`config.mk`:
```
export PLATFORM = sky130hd
export DESIGN_NAME = i2c_master_register_read_flat
export DESIGN_NICKNAME = d
export VERILOG_FILES = /design/src/i2cmrr_pkg.sv /design/src/i2cmrr_if.sv /design/src/i2cmrr_step.sv /design/src/i2c_master_register_read.sv /design/src/flat_wrapper.sv
export SDC_FILE = /design/constraint.sdc
export NUM_CORES = 1
export LEC_CHECK = 0
export BUFFER_PORTS_ARGS = -buffer_cell sky130_fd_sc_hd__buf_4
export CORE_MARGIN = 5
export CORE_UTILIZATION = 45
export DETAILED_ROUTE_END_ITERATION = 10
export PLACE_DENSITY = 0.61
export SYNTH_ARGS = -nofsm -noshare
export SYNTH_HDL_FRONTEND = slang
export SYNTH_SLANG_ARGS = --single-unit
```
`constraint.sdc`:
```
create_clock -name clk -period 7.2 [get_ports clk]
set_input_delay 1.44 -clock clk [delete_from_list [all_inputs] [get_ports clk]]
set_output_delay 1.44 -clock clk [all_outputs]
set_load 0.02 [all_outputs]
```
`src/i2cmrr_pkg.sv`:
```
// Package for the I2C register-read master: bus phase codes, state record,
// and the line-drive decode used on entry to each phase. No dependencies.
package i2cmrr_pkg;

    localparam int PhaseW = 4;

    localparam logic [PhaseW-1:0] PH_IDLE  = 4'd0;
    localparam logic [PhaseW-1:0] PH_S1    = 4'd1;
    localparam logic [PhaseW-1:0] PH_S2    = 4'd2;
    localparam logic [PhaseW-1:0] PH_S3    = 4'd3;
    localparam logic [PhaseW-1:0] PH_WLOW  = 4'd4;
    localparam logic [PhaseW-1:0] PH_WHIGH = 4'd5;
    localparam logic [PhaseW-1:0] PH_ALOW  = 4'd6;
    localparam logic [PhaseW-1:0] PH_AHIGH = 4'd7;
    localparam logic [PhaseW-1:0] PH_AEND  = 4'd8;
    localparam logic [PhaseW-1:0] PH_RHIGH = 4'd9;
    localparam logic [PhaseW-1:0] PH_RLOW  = 4'd10;
    localparam logic [PhaseW-1:0] PH_NSET  = 4'd11;
    localparam logic [PhaseW-1:0] PH_NHIGH = 4'd12;
    localparam logic [PhaseW-1:0] PH_T1    = 4'd13;
    localparam logic [PhaseW-1:0] PH_T2    = 4'd14;
    localparam logic [PhaseW-1:0] PH_T3    = 4'd15;

    // transfer index within one sequence
    localparam logic [1:0] XFER_DEV_WR = 2'd0;
    localparam logic [1:0] XFER_REG    = 2'd1;
    localparam logic [1:0] XFER_DEV_RD = 2'd2;
    localparam logic [1:0] XFER_READ   = 2'd3;

    // configuration register indexes
    localparam logic CFG_DEVICE_ADDRESS = 1'b0;
    localparam logic CFG_PHASE_TICKS    = 1'b1;

    localparam logic [6:0]  DEV_ADDR_RST    = 7'd104;
    localparam logic [15:0] PHASE_TICKS_RST = 16'd100;
    localparam logic [3:0]  BITS_PER_BYTE   = 4'd8;

    typedef struct packed {
        logic [PhaseW-1:0] phase;
        logic [15:0]       ticks;
        logic [3:0]        bit_cnt;
        logic [1:0]        xfer;
        logic [7:0]        shift;
        logic [7:0]        reg_addr;
        logic [7:0]        result;
        logic              nack;
        logic              scl;
        logic              sda;
    } state_t;

    typedef struct packed {
        logic scl;
        logic sda;
    } drive_t;

    // Line drives on entering phase ph; unchanged lines keep cur.
    function automatic drive_t phase_drive(logic [PhaseW-1:0] ph, logic msb, drive_t cur);
        drive_t d;
        d = cur;
        case (ph)
            PH_S1:    d = '{scl: 1'b0, sda: 1'b0};
            PH_S2:    d = '{scl: 1'b0, sda: 1'b1};
            PH_S3:    d = '{scl: 1'b1, sda: 1'b1};
            PH_WLOW:  d = '{scl: 1'b1, sda: ~msb};
            PH_WHIGH: d.scl = 1'b0;
            PH_ALOW:  d = '{scl: 1'b1, sda: 1'b0};
            PH_AHIGH: d.scl = 1'b0;
            PH_AEND:  d.scl = 1'b1;
            PH_RHIGH: d = '{scl: 1'b0, sda: 1'b0};
            PH_RLOW:  d.scl = 1'b1;
            PH_NSET:  d = '{scl: 1'b1, sda: 1'b0};
            PH_NHIGH: d.scl = 1'b0;
            PH_T1:    d = '{scl: 1'b1, sda: 1'b1};
            PH_T2:    d.scl = 1'b0;
            PH_T3:    d.sda = 1'b0;
            default:  d = '{scl: 1'b0, sda: 1'b0};
        endcase
        return d;
    endfunction

endpackage

```
`src/i2cmrr_if.sv`:
```
// Request and result channel interfaces for the I2C register-read master.
// Valid/ready handshake with payload; no package dependency.
interface i2cmrr_cmd_if;
    logic       valid;
    logic       ready;
    logic       go;
    logic [7:0] reg_address;
    logic       sda_in;

    modport source (output valid, go, reg_address, sda_in, input ready);
    modport sink   (input valid, go, reg_address, sda_in, output ready);
endinterface

interface i2cmrr_rsp_if;
    logic       valid;
    logic       ready;
    logic       scl_pull_low;
    logic       sda_pull_low;
    logic       busy_res;
    logic       done_res;
    logic [7:0] read_value;
    logic       nack_seen;

    modport source (output valid, scl_pull_low, sda_pull_low, busy_res, done_res,
                    read_value, nack_seen, input ready);
    modport sink   (input valid, scl_pull_low, sda_pull_low, busy_res, done_res,
                    read_value, nack_seen, output ready);
endinterface

```
`src/i2cmrr_step.sv`:
```
// One-tick next-state logic of the I2C register-read sequencer.
// Depends on i2cmrr_pkg.
module i2cmrr_step (
    input  i2cmrr_pkg::state_t st,
    input  logic               go,
    input  logic [7:0]         reg_address,
    input  logic               sda_in,
    input  logic [6:0]         device_address,
    input  logic [15:0]        phase_ticks,
    output i2cmrr_pkg::state_t nxt,
    output logic               done
);

    logic [15:0]                     limit;
    logic [16:0]                     tick_inc;
    logic                            step_end;
    logic                            do_enter;
    logic [i2cmrr_pkg::PhaseW-1:0]   new_ph;
    logic [3:0]                      bit_inc;
    i2cmrr_pkg::drive_t              drv;

    assign limit    = (phase_ticks == 16'd0) ? 16'd1 : phase_ticks;
    assign tick_inc = {1'b0, st.ticks} + 17'd1;
    assign step_end = (tick_inc >= {1'b0, limit});
    assign bit_inc  = st.bit_cnt + 4'd1;

    always_comb
    begin
        nxt      = st;
        done     = 1'b0;
        do_enter = 1'b0;
        new_ph   = i2cmrr_pkg::PH_IDLE;

        if (st.phase == i2cmrr_pkg::PH_IDLE)
        begin
            if (go)
            begin
                nxt.reg_addr = reg_address;
                nxt.nack     = 1'b0;
                nxt.xfer     = i2cmrr_pkg::XFER_DEV_WR;
                nxt.bit_cnt  = 4'd0;
                new_ph       = i2cmrr_pkg::PH_S1;
                do_enter     = 1'b1;
            end
        end
        else if (!step_end)
        begin
            nxt.ticks = tick_inc[15:0];
        end
        else
        begin
            do_enter = 1'b1;
            case (st.phase)
                i2cmrr_pkg::PH_S1: new_ph = i2cmrr_pkg::PH_S2;
                i2cmrr_pkg::PH_S2: new_ph = i2cmrr_pkg::PH_S3;
                i2cmrr_pkg::PH_S3:
                begin
                    // R/W bit: write on first address, read after repeated start
                    nxt.shift   = {device_address,
                                   st.xfer != i2cmrr_pkg::XFER_DEV_WR};
                    nxt.bit_cnt = 4'd0;
                    new_ph      = i2cmrr_pkg::PH_WLOW;
                end
                i2cmrr_pkg::PH_WLOW: new_ph = i2cmrr_pkg::PH_WHIGH;
                i2cmrr_pkg::PH_WHIGH:
                begin
                    nxt.shift   = {st.shift[6:0], 1'b0};
                    nxt.bit_cnt = bit_inc;
                    new_ph      = (bit_inc >= i2cmrr_pkg::BITS_PER_BYTE)
                                  ? i2cmrr_pkg::PH_ALOW : i2cmrr_pkg::PH_WLOW;
                end
                i2cmrr_pkg::PH_ALOW: new_ph = i2cmrr_pkg::PH_AHIGH;
                i2cmrr_pkg::PH_AHIGH:
                begin
                    if (sda_in)
                        nxt.nack = 1'b1;
                    new_ph = i2cmrr_pkg::PH_AEND;
                end
                i2cmrr_pkg::PH_AEND:
                begin
                    case (st.xfer)
                        i2cmrr_pkg::XFER_DEV_WR:
                        begin
                            nxt.xfer    = i2cmrr_pkg::XFER_REG;
                            nxt.shift   = st.reg_addr;
                            nxt.bit_cnt = 4'd0;
                            new_ph      = i2cmrr_pkg::PH_WLOW;
                        end
                        i2cmrr_pkg::XFER_REG:
                        begin
                            nxt.xfer = i2cmrr_pkg::XFER_DEV_RD;
                            new_ph   = i2cmrr_pkg::PH_S1;
                        end
                        default:
                        begin
                            nxt.xfer    = i2cmrr_pkg::XFER_READ;
                            nxt.shift   = 8'd0;
                            nxt.bit_cnt = 4'd0;
                            new_ph      = i2cmrr_pkg::PH_RHIGH;
                        end
                    endcase
                end
                i2cmrr_pkg::PH_RHIGH:
                begin
                    nxt.shift   = {st.shift[6:0], sda_in};
                    nxt.bit_cnt = bit_inc;
                    new_ph      = i2cmrr_pkg::PH_RLOW;
                end
                i2cmrr_pkg::PH_RLOW:
                    new_ph = (st.bit_cnt >= i2cmrr_pkg::BITS_PER_BYTE)
                             ? i2cmrr_pkg::PH_NSET : i2cmrr_pkg::PH_RHIGH;
                i2cmrr_pkg::PH_NSET:  new_ph = i2cmrr_pkg::PH_NHIGH;
                i2cmrr_pkg::PH_NHIGH: new_ph = i2cmrr_pkg::PH_T1;
                i2cmrr_pkg::PH_T1:    new_ph = i2cmrr_pkg::PH_T2;
                i2cmrr_pkg::PH_T2:    new_ph = i2cmrr_pkg::PH_T3;
                default:
                begin
                    // end of stop condition
                    nxt.result  = st.shift;
                    nxt.xfer    = i2cmrr_pkg::XFER_DEV_WR;
                    nxt.bit_cnt = 4'd0;
                    new_ph      = i2cmrr_pkg::PH_IDLE;
                    done        = 1'b1;
                end
            endcase
        end

        drv = i2cmrr_pkg::phase_drive(new_ph, nxt.shift[7], '{scl: st.scl, sda: st.sda});
        if (do_enter)
        begin
            nxt.phase = new_ph;
            nxt.ticks = 16'd0;
            nxt.scl   = drv.scl;
            nxt.sda   = drv.sda;
        end
    end

endmodule

```
`src/i2c_master_register_read.sv`:
```
// Top level of the I2C register-read master: state and result registers,
// config registers. Depends on i2cmrr_pkg, i2cmrr_if.sv, i2cmrr_step.
//
//  channel | dir | payload                                        | handshake
//  --------+-----+------------------------------------------------+------------
//  cmd     | in  | go, reg_address, sda_in (one bus tick)         | valid/ready
//  rsp     | out | scl_pull_low, sda_pull_low, busy_res, done_res,| valid/ready
//          |     | read_value, nack_seen                          |
//  cfg     | in  | cfg_we, cfg_index, cfg_data                    | write only
//
// One request per clock: the sequencer state advances in the cycle a request
// is accepted and its result lands in the result register on the same edge.
// The result register is the only buffer; cmd.ready drops only while a result
// is held and rsp.ready is low. Reset clears rsp.valid and the sequencer:
// idle, drives released, result/nack zero; config address 0x68, 100 ticks.
module i2c_master_register_read (
    input  logic                clk,
    input  logic                rst_n,
    i2cmrr_cmd_if.sink          cmd,
    i2cmrr_rsp_if.source        rsp,
    input  logic                cfg_we,
    input  logic                cfg_index,
    input  logic [15:0]         cfg_data
);

    i2cmrr_pkg::state_t st_reg;
    i2cmrr_pkg::state_t st_next;
    logic               done_next;

    logic [6:0]  dev_addr_reg;
    logic [15:0] phase_ticks_reg;

    logic        rsp_valid_reg;
    logic        scl_reg;
    logic        sda_reg;
    logic        busy_reg;
    logic        done_reg;
    logic [7:0]  read_value_reg;
    logic        nack_reg;

    logic        accept;

    // Skid-free: take a request whenever the result slot is free or draining.
    assign cmd.ready = !rsp_valid_reg || rsp.ready;
    assign accept    = cmd.valid && cmd.ready;

    i2cmrr_step u_step (
        .st             (st_reg),
        .go             (cmd.go),
        .reg_address    (cmd.reg_address),
        .sda_in         (cmd.sda_in),
        .device_address (dev_addr_reg),
        .phase_ticks    (phase_ticks_reg),
        .nxt            (st_next),
        .done           (done_next)
    );

    // Configuration registers
    always_ff @(posedge clk or negedge rst_n)
    begin
        if (!rst_n)
        begin
            dev_addr_reg    <= i2cmrr_pkg::DEV_ADDR_RST;
            phase_ticks_reg <= i2cmrr_pkg::PHASE_TICKS_RST;
        end
        else if (cfg_we)
        begin
            if (cfg_index == i2cmrr_pkg::CFG_DEVICE_ADDRESS)
                dev_addr_reg <= cfg_data[6:0];
            else
                phase_ticks_reg <= cfg_data;
        end
    end

    // Sequencer state: all fields reset, idle is code zero
    always_ff @(posedge clk or negedge rst_n)
    begin
        if (!rst_n)
        begin
            st_reg <= '0;
        end
        else if (accept)
        begin
            st_reg <= st_next;
        end
    end

    // Result register
    always_ff @(posedge clk or negedge rst_n)
    begin
        if (!rst_n)
            rsp_valid_reg <= 1'b0;
        else if (accept)
            rsp_valid_reg <= 1'b1;
        else if (rsp.ready)
            rsp_valid_reg <= 1'b0;
    end

    always_ff @(posedge clk)
    begin
        if (accept)
        begin
            scl_reg        <= st_next.scl;
            sda_reg        <= st_next.sda;
            busy_reg       <= (st_next.phase != i2cmrr_pkg::PH_IDLE);
            done_reg       <= done_next;
            read_value_reg <= st_next.result;
            nack_reg       <= st_next.nack;
        end
    end

    assign rsp.valid        = rsp_valid_reg;
    assign rsp.scl_pull_low = scl_reg;
    assign rsp.sda_pull_low = sda_reg;
    assign rsp.busy_res     = busy_reg;
    assign rsp.done_res     = done_reg;
    assign rsp.read_value   = read_value_reg;
    assign rsp.nack_seen    = nack_reg;

    // A completed stop always leaves the sequencer idle.
    a_done_idle : assert property (@(posedge clk) disable iff (!rst_n)
        rsp_valid_reg && done_reg |-> !busy_reg)
        else $error("done reported while busy");

    // go on an idle tick starts the sequence with a start condition.
    a_go_starts : assert property (@(posedge clk) disable iff (!rst_n)
        accept && cmd.go && st_reg.phase == i2cmrr_pkg::PH_IDLE
        |=> st_reg.phase == i2cmrr_pkg::PH_S1 && !st_reg.nack)
        else $error("go did not start a sequence");

    // Bit counter never passes one byte.
    a_bit_range : assert property (@(posedge clk) disable iff (!rst_n)
        st_reg.bit_cnt <= i2cmrr_pkg::BITS_PER_BYTE)
        else $error("bit counter out of range");

    // Idle means a clean tick counter and released lines.
    a_idle_clean : assert property (@(posedge clk) disable iff (!rst_n)
        st_reg.phase == i2cmrr_pkg::PH_IDLE |-> st_reg.ticks == 16'd0
        && !st_reg.scl && !st_reg.sda)
        else $error("idle with stale timing or drive");

endmodule
```
`src/flat_wrapper.sv`:
```
// flat-port wrapper written by rule: the top's interface ports become plain ports
module i2c_master_register_read_flat 
  (clk, rst_n, cfg_we, cfg_index, cfg_data, cmd_valid, cmd_go, cmd_reg_address, cmd_sda_in, cmd_ready, rsp_valid, rsp_scl_pull_low, rsp_sda_pull_low, rsp_busy_res, rsp_done_res, rsp_read_value, rsp_nack_seen, rsp_ready);
  i2cmrr_cmd_if cmd_i ();
  i2cmrr_rsp_if rsp_i ();
  input  logic clk;
  input  logic rst_n;
  input  logic cfg_we;
  input  logic cfg_index;
  input  logic [15:0] cfg_data;
  input wire logic [$bits(cmd_i.valid)-1:0] cmd_valid;
  input wire logic [$bits(cmd_i.go)-1:0] cmd_go;
  input wire logic [$bits(cmd_i.reg_address)-1:0] cmd_reg_address;
  input wire logic [$bits(cmd_i.sda_in)-1:0] cmd_sda_in;
  output wire logic [$bits(cmd_i.ready)-1:0] cmd_ready;
  output wire logic [$bits(rsp_i.valid)-1:0] rsp_valid;
  output wire logic [$bits(rsp_i.scl_pull_low)-1:0] rsp_scl_pull_low;
  output wire logic [$bits(rsp_i.sda_pull_low)-1:0] rsp_sda_pull_low;
  output wire logic [$bits(rsp_i.busy_res)-1:0] rsp_busy_res;
  output wire logic [$bits(rsp_i.done_res)-1:0] rsp_done_res;
  output wire logic [$bits(rsp_i.read_value)-1:0] rsp_read_value;
  output wire logic [$bits(rsp_i.nack_seen)-1:0] rsp_nack_seen;
  input wire logic [$bits(rsp_i.ready)-1:0] rsp_ready;
  assign cmd_i.valid = cmd_valid;
  assign cmd_i.go = cmd_go;
  assign cmd_i.reg_address = cmd_reg_address;
  assign cmd_i.sda_in = cmd_sda_in;
  assign cmd_ready = cmd_i.ready;
  assign rsp_valid = rsp_i.valid;
  assign rsp_scl_pull_low = rsp_i.scl_pull_low;
  assign rsp_sda_pull_low = rsp_i.sda_pull_low;
  assign rsp_busy_res = rsp_i.busy_res;
  assign rsp_done_res = rsp_i.done_res;
  assign rsp_read_value = rsp_i.read_value;
  assign rsp_nack_seen = rsp_i.nack_seen;
  assign rsp_i.ready = rsp_ready;
  i2c_master_register_read u_core (.clk(clk), .rst_n(rst_n), .cmd(cmd_i), .rsp(rsp_i), .cfg_we(cfg_we), .cfg_index(cfg_index), .cfg_data(cfg_data));
endmodule
```
# Word level (Yosys, flattened, before mapping)
# Index checks and enable logic that the tools add are counted.
# totals
ramBits,0
register_bits,90
latch_bits,0
mem_count,0
out_inout_bits,15
word_cells,127
romBits,0
inputBits,32
# classes
n_addsub,2
n_lt_le_gt_ge,3
bitwise_logic,4
n_mux,37
div_mod_pow,0
eq_ne,35
mul,0
shift,0
reduce_logical,26
# op_table
op,n
$eq 4x4->1 const B,14
$pmux 4 s14,1
$mux 16,3
$eq 4x3->1 const B,8
$pmux 8 s4,1
$mux 8,3
$mux 20,1
$add 16x1->17 const B,1
$ge 17x16->1,1
$eq 4x2->1 const B,4
$logic_not 16->1,1
$pmux 8 s2,1
$mux 14,1
$reduce_or 14->1,1
$reduce_or 13->1,1
$mux 4,3
$mux 6,2
$pmux 4 s3,1
$mux 1,11
$reduce_and 5->1,2
$reduce_or 10->1,1
$mux 9,1
$ge 4x4->1 const B,2
$pmux 2 s2,2
other kinds (25),40

# Longest topological paths before layout
# Gate-level depths: netlist (run 1).
# logic_depth
depth_word,10
mapped_depth,16

# By module
# A second synthesis (run 1) with hierarchy kept.
# unflattened
cells_unflattened,503
area_unflattened_um2,5706.7
# by_module_without_submodules
module,instances,cells_per_inst,area_per_inst_um2,seq_area_each_um2
i2c_master_register_read,1,180,3485.8,2324.7
i2cmrr_step,1,323,2220.9,0.0

# Least setup slack after synthesis (run 1)
# No wires, ideal clock.
# synth_path
path_kind,flip-flop to flip-flop
startpoint,register u_core.st_reg[33] (netlist bit)
endpoint,register u_core.st_reg[3] (netlist bit)
path_buffers,2
path_stages_with_launch,16
synth_period_minus_slack_ns,3.561
required_time_ns,7.075
slack_ns,3.639
arrival_time_ns,3.436
cell_sequence,dfrtp_1 ha_1 nand3_2 or4_1 buf_2 nor2_1 xor2_1 ha_1 nand4_1 nor3_1 o31ai_1 and4_4 buf_6 nor2_8 mux2_2 mux2_2
# synth_lines
item,line_no,source
"start, declared",i2c_master_register_read.sv:26,i2cmrr_pkg::state_t st_reg;
"start signal, assigned",i2c_master_register_read.sv:84,st_reg <= st_next;

==> flow_metrics.py, run 1 <==
metrics = {
    "sta": {
        "max_freq_ghz": 0.241,
        "final_max_slew_viol_count": 0,
        "hold_viol_final": 0,
        "setup_viol": 0,
        "worst_slew_pin_slew_ns": 0.990,
        "relSlewSlack_pct": 34.0,
        "fin_crit_sh_pct": 57.7,
        "final.min_clock_period_ns": 4.15,
        "finClkSkew_ns": 0.0116,
        "fin_tns_setup_ns": 0,
        "rsz0062_at_grt": "no",
    },
    "floorplanning": {
        "io_pins": 47,
        "die_w_um": 116,
        "start_util_pct": 46.3,
        "die_h_um": 116,
        "coreArea_sq_mm": 0.0109,
        "die_area_sq_mm": 0.0134,
        "num_rows": 38,
    },
    "setup_path": {
        "cp.arrival_ns": 4.36,
        "critPathKind": "flop to flop",
        "worstPathMaxFanout": 18,
        "endpoint_kind": "flop",
        "worst_ep_required_time_ns": 7.41,
        "startpoint_type": "flop",
        "ff2ff_path_depth": 13,
    },
    "clocking": {
        "clkTransAtPathRegs_ns": 0.09,
        "holdBufCountCts": 0,
        "htreeDepth": 3,
        "cts_buffers": 9,
        "ctsLongestPathBuffers": 2,
        "tritoncts": "built",
        "cts_setup_buffers": 0,
        "cts.sinks": 90,
        "clock_latency_ns": 0.37,
        "root_buffer": "clkbuf_8",
        "cts_resized": 0,
    },
    "yosys": {
        "synth_enable_flop_cells": 13,
        "yosysUniqueCellTypes": 59,
        "yosysWarningCount": 0,
        "yosysSeqAreaShare_pct": 46.1,
        "postSynthAreaPerCell_sq_um": 10.3,
        "synthesis.area_sq_mm": 0.00504,
        "synth.net_count": 541,
        "synth_cells": 490,
        "async_flop_share_pct": 85.6,
        "synth_ff_type": "dfrtp_1",
        "synth-seq-cells": 90,
    },
    "status": {
        "status": "finished, final reports clean",
    },
    "global_routing": {
        "grt_overflow": 0,
        "antenna_found_initial": 0,
        "grt_first_pass_wirelength_mm": 18.2,
        "grt_pass1_vias": 3781,
        "grt_usage_pct": 17.1,
        "grt_max_degree": 78,
    },
    "final_layout": {
        "final_util_pct": 52.2,
        "syn_to_final_growth_pct": 12.8,
        "nets": 578,
        "largest_reg_flops": 53,
        "antenna_cells": 0,
        "final_cell_area_sq_mm": 0.00569,
        "drive_above_1_share_pct": 24.6,
    },
    "drt": {
        "wl_per_cell_um": 16.2,
        "drtAntennaViolNets": 0,
        "firstDrtPassIters": 4,
        "route.final.wire_length_mm": 10.9,
        "drc": 0,
        "drt-initial-drc-count": 290,
        "vias": 3833,
        "avgViaCountPerCell": 5.70,
    },
    "flow_run": {
        "drv_cap": 0,
    },
    "place": {
        "port_buffers": 46,
        "dpl.hpwl_mm": 7.83,
        "dpl_cell_area_sq_mm": 0.00547,
        "gp_congestion": 0.835,
    },
    "worst_hold_path": {
        "hp-class": "flop to flop",
        "min_path_cells": 1,
    },
    "power": {
        "ir_worst_vdd_v": 0.000139,
        "power.density_mw_per_mm2": 309,
        "p_leak_nw": 2.54,
    },
}
[where the power goes]
part / internal [mW] / switching [mW] / total (mW)
combinational: 0.255 / 0.368 / 0.623
clock: 0.197 / 0.185 / 0.382
sequential: 0.621 / 0.129 / 0.750
total: 1.07 / 0.682 / 1.76
[final cells by class]
type	instances	area [sq um]
fill	986	5200
multi-input combinational	351	2510
sequential	90	2320
timing repair buffer	48	360
tap	140	175
clock buffer	10	128
inverter	27	101
clock inverter	6	88.8
[stage by stage]
| step | instances | setup slack (ns) | hold slack (ns) | total power, mW |
|---|---|---|---|---|
| 6_report | 672 | 3.05 | 0.510 | 1.76 |
| 5_1_grt | 672 | 2.73 | 0.521 | 1.89 |
| 4_1_cts | 672 | 3.07 | 0.514 | 1.77 |
| 3_5_place_dp | 656 | 3.11 | 0.492 | 1.38 |
| 3_3_place_gp | 656 | 3.28 | 0.485 | 1.36 |
| 2_1_floorplan | 490 | 3.64 | 0.467 | 1.21 |
[synth_stat cells (all sizes together), types with 5 or more instances]
master	n	area [sq um]
nor2	31	133
a21o	6	45.0
nor4	7	43.8
buf	6	47.5
dfstp	6	158
o31ai	7	52.6
a22oi	8	60.1
clkbuf	16	60.1
or4	5	41.3
nand2b	10	62.6
inv	27	101
nor3	12	71.3
nand2	47	176
mux2	50	567
nand4	6	43.8
o21ai	29	149
a22o	9	78.8
a21oi	22	110
nand3	17	95.1
and2	5	31.3
xnor2	11	96.3
edfxtp	13	390
dfrtp	71	1780
ha	19	238
[routing by layer]
| layer | part of all wire [%] | global-route usage, % |
|---|---|---|
| met3 | 5.2 | 3.29 |
| met2 | 46 | 26.7 |
| met4 | 1.8 | 6.11 |
| met1 | 47 | 23.9 |
| met5 | 0 | 0 |
[cells in the final DEF (no fill, tap or decap), types with 4 or more instances in the layout]
master | Yosys | final
buf_4 | 2 | 48
a22o_1 | 9 | 9
dfrtp_1 | 71 | 71
nand4_1 | 5 | 5
nand2b_1 | 10 | 10
o31ai_1 | 7 | 7
o21ai_0 | 27 | 27
nor2b_1 | 4 | 4
dfstp_2 | 6 | 6
xor2_1 | 4 | 4
a22oi_1 | 8 | 8
ha_1 | 19 | 19
inv_1 | 27 | 27
mux2_2 | 49 | 49
and3_1 | 4 | 4
xnor2_1 | 11 | 11
or4_1 | 4 | 4
nor4_1 | 7 | 7
nor3_1 | 11 | 11
nor2_1 | 30 | 30
a21o_1 | 6 | 6
edfxtp_1 | 13 | 13
clkbuf_8 | 0 | 9
a21oi_1 | 22 | 22
and2_1 | 4 | 4
nand2_1 | 47 | 47
nand3_1 | 15 | 15
o22ai_1 | 4 | 4
[kinds of logic after synthesis]
kind of cell	Yosys count	synth area share [%]
simple gates	153	15.8
compound gates	111	14.8
xor+xnor	15	2.61
fa+ha+maj	19	4.72
buf+inv	49	4.14
flops	90	46.1
mux	53	11.8
[critical path, cell delays in order, from the launching register on]
cell	delay [ns]
dfrtp_1	0.43
ha_1	0.27
nand3_2	0.13
or4_1	0.66
nor2_1	0.24
xor2_1	0.21
ha_1	0.29
a21oi_1	0.14
o21a_1	0.13
o21a_1	0.15
nand4_2	0.28
o21ai_2	0.76
o21ai_0	0.19
o21ai_0	0.12
[worst paths after layout]
kind                       slack, ns         startpoint                         to
setup / recovery                3.05  u_core.st_reg[33]    u_core.rsp.sda_pull_low
min in group asynchronous       1.21              rst_n          u_core.st_reg[29]
setup reg to reg                3.05  u_core.st_reg[33]    u_core.rsp.sda_pull_low
max in group asynchronous       5.33              rst_n  u_core.phase_ticks_reg[7]
hold reg to reg                 0.51   u_core.st_reg[8]           u_core.st_reg[8]
hold / removal                  0.51   u_core.st_reg[8]           u_core.st_reg[8]
No activity file was read; power rests on OpenSTA's default activity.
==> run 2: changes to the inputs <==
clock period = 4.1 ns   (was 7.2 ns; I/O delays follow)
==> flow_metrics.py, run 2 (synthesis results as in run 1) <==
metrics = {
    "setup_path": {
        "critPathMaxStageDelay_ns": 0.66,
        "cpLargestDelayFamily": "simple AND/OR/NAND/NOR gates",
        "reg2reg_slack_ns": 0.21,
        "critPathKind": "flop to flop",
        "endpoint_kind": "flop",
        "cp.depth": 13,
        "worstPathMaxFanout": 14,
        "crit_buf_inv": 0,
        "timing.critical_path.cells": "ha_1, nand3_2, or4_1, nor2_1, xor2_1, ha_1, nand4_1, nor3_1, o31ai_1, and4_4, nor2_8, mux2_2, mux2_2",
        "crit_path_top_delay_cell": "or4_1",
        "worst_ep_required_time_ns": 4.36,
        "cp.arrival_ns": 4.15,
        "reg2reg_to": "u_core.st_reg[4]",
        "r2r-start": "u_core.st_reg[33]",
        "ff2ff_path_depth": 13,
        "startpoint_type": "flop",
    },
    "drt": {
        "drt-initial-drc-count": 243,
        "drtAntennaViolNets": 0,
        "route.final.wire_length_mm": 11.0,
        "wl_per_cell_um": 16.3,
        "avgViaCountPerCell": 5.70,
        "vias": 3856,
        "firstDrtPassIters": 5,
        "drc": 0,
    },
    "power": {
        "ir_worst_vdd_v": 0.000326,
        "power.density_mw_per_mm2": 530,
        "p_leak_nw": 2.54,
    },
    "place": {
        "port_buffers": 46,
        "dpl_cell_area_sq_mm": 0.00548,
        "dp.cells": 658,
        "gp_congestion": 0.856,
        "dpl.hpwl_mm": 7.92,
    },
    "worst_hold_path": {
        "hp-class": "flop to flop",
        "worstHoldEndpoint": "u_core.st_reg[4]",
        "min-delay-start": "u_core.st_reg[4]",
        "min_path_cells": 1,
    },
    "sta": {
        "fin_crit_sh_pct": 94.9,
        "fin_hold_ws_ns": 0.509,
        "final.min_clock_period_ns": 3.89,
        "fin_tns_setup_ns": 0,
        "relSlewSlack_pct": 35.4,
        "rsz0062_at_grt": "no",
        "setup_viol": 0,
        "hold_viol_final": 0,
        "final_max_slew_viol_count": 0,
        "max_freq_ghz": 0.257,
        "finClkSkew_ns": 0.0159,
        "worst_slew_pin_slew_ns": 0.969,
    },
    "global_routing": {
        "grt_first_pass_wirelength_mm": 18.1,
        "antenna_found_initial": 0,
        "grt_usage_pct": 17.1,
        "grt_pass1_vias": 3686,
        "grt_max_degree": 78,
        "grt_overflow": 0,
    },
    "final_layout": {
        "largest_reg_flops": 53,
        "final_cell_mix": "71 x dfrtp_1, 52 x buf_4, 49 x mux2_2",
        "final_cell_area_sq_mm": 0.00568,
        "nets": 582,
        "final_common_cell": "dfrtp_1",
        "syn_to_final_growth_pct": 12.8,
        "antenna_cells": 0,
        "drive_above_1_share_pct": 25.4,
        "final_util_pct": 52.2,
        "stdcell_count": 676,
        "fillers": 1002,
    },
    "clocking": {
        "clkTransAtPathRegs_ns": 0.09,
        "cts_buffers": 9,
        "root_buffer": "clkbuf_8",
        "htreeDepth": 3,
        "ctsLongestPathBuffers": 2,
        "clock_latency_ns": 0.38,
        "cts.sinks": 90,
        "tritoncts": "built",
    },
    "floorplanning": {
        "coreArea_sq_mm": 0.0109,
        "io_pins": 47,
        "start_util_pct": 46.3,
        "die_area_sq_mm": 0.0134,
        "die_w_um": 116,
        "num_rows": 38,
        "die_h_um": 116,
    },
    "flow_run": {
        "drv_cap": 0,
    },
    "status": {
        "status": "finished, final reports clean",
    },
}
-- run 2: changes by cell type in the layout (fill, tap and decap cells not counted), sizes merged --
cell / change
buf: +4
bufinv: -2
clkbuf: +1
clkinv: -1
clkinvlp: +1
inv: +1
-- run 2: timing repair --
action	CTS	global route
buffers inserted	0	2
hold buffers	0	0
resized for setup	0	1
endpoints found under the setup margin	0	5
-- run 2: final cells by class --
type                       instances  area (sq um)  share of cell area [%]
multi-input combinational        351          2510                    44.2
inverter                          27           101                    1.78
clock buffer                      11           141                    2.49
timing repair buffer              52           390                    6.87
sequential                        90          2320                    40.9
clock inverter                     5          36.3                   0.638
tap                              140           175                    3.08
-- run 2: metrics by stage --
step | setup slack (ns) | power (mW)
after floorplan | 0.539 | 2.12
after global placement | 0.358 | 2.40
after detailed placement | 0.230 | 2.43
after CTS | 0.199 | 3.01
after global routing | 0.00115 | 3.23
final | 0.207 | 3.01
-- run 2: worst register-to-register path, cell delays in order, from the launching register on --
cell,delay [ns]
dfrtp_1,0.42
ha_1,0.26
nand3_2,0.13
or4_1,0.66
nor2_1,0.25
xor2_1,0.11
ha_1,0.33
nand4_1,0.12
nor3_1,0.19
o31ai_1,0.13
and4_4,0.30
nor2_8,0.24
mux2_2,0.38
mux2_2,0.26
-- run 2: worst max-delay path by stage --
stage	startpoint	to	slack [ns]
global placement	u_core.st_reg[33]	u_core.st_reg[7]	0.36
CTS	u_core.st_reg[33]	u_core.st_reg[32]	0.20
global route	u_core.st_reg[33]	u_core.st_reg[9]	0.001
floorplan	u_core.st_reg[33]	u_core.st_reg[3]	0.54
detailed placement	u_core.st_reg[33]	u_core.st_reg[32]	0.23
finish	u_core.st_reg[33]	u_core.st_reg[4]	0.21
-- run 2: power breakdown --
part	switching, mW	internal (mW)
Combinational	0.658	0.466
Sequential	0.229	1.09
Clock	0.330	0.240
Total	1.22	1.80
-- run 2: per-layer routing --
layer / routed length (um) / GRT usage [%] / part of all wire [%]
met5: 0 / 0 / 0
met4: 150 / 6.81 / 1.4
met3: 607 / 2.87 / 5.5
met2: 5090 / 26.8 / 46
met1: 5180 / 23.6 / 47
==> run 3: changes to the inputs <==
CORE_UTILIZATION = 25   (was 45)
PLACE_DENSITY = 0.38   (was 0.61)
==> flow_metrics.py, run 3 (synthesis results as in run 1) <==
metrics = {
    "status": {
        "status": "finished, final reports clean",
    },
    "global_routing": {
        "grt_max_degree": 73,
        "antenna_found_initial": 0,
        "grt_first_pass_wirelength_mm": 21.5,
        "use_met3_pct": 2.10,
        "grt_pass1_vias": 3904,
        "met2_usage_pct": 18.7,
        "use_met1_pct": 15.3,
        "grt_overflow": 0,
        "grt_usage_pct": 11.6,
        "busiest_layer": "met2",
    },
    "power": {
        "pwr-share-seq_pct": 40.4,
        "power_mw": 3.32,
        "p_leak_nw": 2.61,
        "p_int_mw": 2.03,
        "ir_worst_vdd_v": 0.000205,
        "power.density_mw_per_mm2": 555,
        "p_switching_mw": 1.29,
        "swShare_pct": 38.9,
        "pwr-share-comb_pct": 34.7,
        "clkPwrFrac_pct": 24.9,
    },
    "floorplanning": {
        "die_w_um": 152,
        "coreArea_sq_mm": 0.0200,
        "die_area_sq_mm": 0.0231,
        "num_rows": 52,
        "io_pins": 47,
        "die_h_um": 152,
        "start_util_pct": 25.2,
    },
    "clocking": {
        "cts_resized": 0,
        "ctsLongestPathBuffers": 2,
        "clock_latency_ns": 0.35,
        "holdBufCountCts": 0,
        "cts.sinks": 90,
        "clkTransAtPathRegs_ns": 0.07,
        "cts_setup_buffers": 0,
        "root_buffer": "clkbuf_16",
        "tritoncts": "built",
        "htreeDepth": 3,
        "cts_buffers": 9,
    },
    "setup_path": {
        "critPathKind": "flop to flop",
        "reg2reg_slack_ns": 0.26,
        "worst_ep_required_time_ns": 4.18,
        "cpLargestDelayFamily": "simple AND/OR/NAND/NOR gates",
        "timing.critical_path.cells": "ha_1, nand3_2, or4_4, nor2_1, xor2_1, ha_1, a21oi_1, o21a_1, o21a_1, nand4_2, o21ai_0, nand2_1, o311ai_0",
        "cp.arrival_ns": 3.92,
        "endpoint_kind": "flop",
        "critPathMaxStageDelay_ns": 0.60,
        "crit_path_top_delay_cell": "or4_4",
        "worstPathMaxFanout": 10,
        "crit_buf_inv": 0,
        "startpoint_type": "flop",
    },
    "sta": {
        "relSlewSlack_pct": 32.5,
        "final.min_clock_period_ns": 3.84,
        "worst_slew_pin_slew_ns": 1.01,
        "finClkSkew_ns": 0.0114,
        "hold_viol_final": 0,
        "fin_tns_setup_ns": 0,
        "rsz0062_at_grt": "no",
        "final_max_slew_viol_count": 0,
        "max_freq_ghz": 0.261,
        "fin_crit_sh_pct": 93.6,
        "setup_viol": 0,
    },
    "final_layout": {
        "final_cell_mix": "71 x dfrtp_1, 55 x buf_4, 49 x mux2_2",
        "syn_to_final_growth_pct": 18.7,
        "antenna_cells": 0,
        "fillers": 2161,
        "final_cell_area_sq_mm": 0.00598,
        "stdcell_count": 809,
        "drive_above_1_share_pct": 26.0,
        "nets": 585,
        "final_common_cell": "dfrtp_1",
        "largest_reg_flops": 53,
    },
    "drt": {
        "drtAntennaViolNets": 0,
        "drt-initial-drc-count": 227,
        "route.final.wire_length_mm": 13.2,
        "avgViaCountPerCell": 4.73,
        "firstDrtPassIters": 4,
        "drc": 0,
        "wl_per_cell_um": 16.3,
        "vias": 3830,
    },
    "place": {
        "dp.cells": 793,
        "gp_congestion": 0.808,
        "dpl.hpwl_mm": 9.58,
        "port_buffers": 46,
        "dpl_cell_area_sq_mm": 0.00568,
    },
    "worst_hold_path": {
        "hp-class": "flop to flop",
    },
    "flow_run": {
        "drv_cap": 0,
    },
}
-- run 3: changes by cell type in the layout (fill, tap and decap cells not counted) --
cell,change
buf_4,+3
clkbuf_16,+10
clkbuf_8,-10
clkinvlp_4,-1
inv_4,-1
inv_6,+2
o21ai_2,+1
o21ai_4,-1
or4_1,-1
or4_4,+1
-- run 3: path summary, 6_finish.rpt --
path,start,to,depth (start not counted)
setup / recovery,u_core.st_reg[33],u_core.rsp.busy_res,13
hold / removal,u_core.st_reg[3],u_core.st_reg[3],1
setup reg to reg,u_core.st_reg[33],u_core.rsp.busy_res,13
hold reg to reg,u_core.st_reg[3],u_core.st_reg[3],1
max in group asynchronous,rst_n,u_core.st_reg[2],2
min in group asynchronous,rst_n,u_core.st_reg[1],1
-- run 3: per-layer routing --
metal	vias up	wire, um
met5	-	0
met2	64	6350
met4	0	246
met1	1882	6170
li1	1869	-
met3	15	386
-- run 3: power groups by stage --
stage                     Combinational [mW]  Sequential [mW]  Clock [mW]
after floorplan                        0.895             1.22           0
after global placement                  1.15             1.35           0
after detailed placement                1.16             1.36           0
after CTS                               1.17             1.34       0.871
after global routing                    1.29             1.37       0.904
final                                   1.15             1.34       0.827
-- run 3: through the flow --
step,setup slack [ns],hold slack (ns),util (%)
after floorplan,0.539,0.467,-
after global placement,0.244,0.486,28.4
after detailed placement,0.176,0.492,28.4
after CTS,0.153,0.509,29.8
after global routing,0.00735,0.527,29.9
final,0.263,0.506,29.9
-- run 3: layout make-up --
class                      instances  area [sq um]  share of cell area [%]
sequential                        90          2320                    38.9
clock buffer                      11           254                    4.25
clock inverter                     5          40.0                   0.669
timing repair buffer              55           413                    6.90
inverter                          27           101                    1.69
tap                              270           338                    5.65
multi-input combinational        351          2510                    42.0
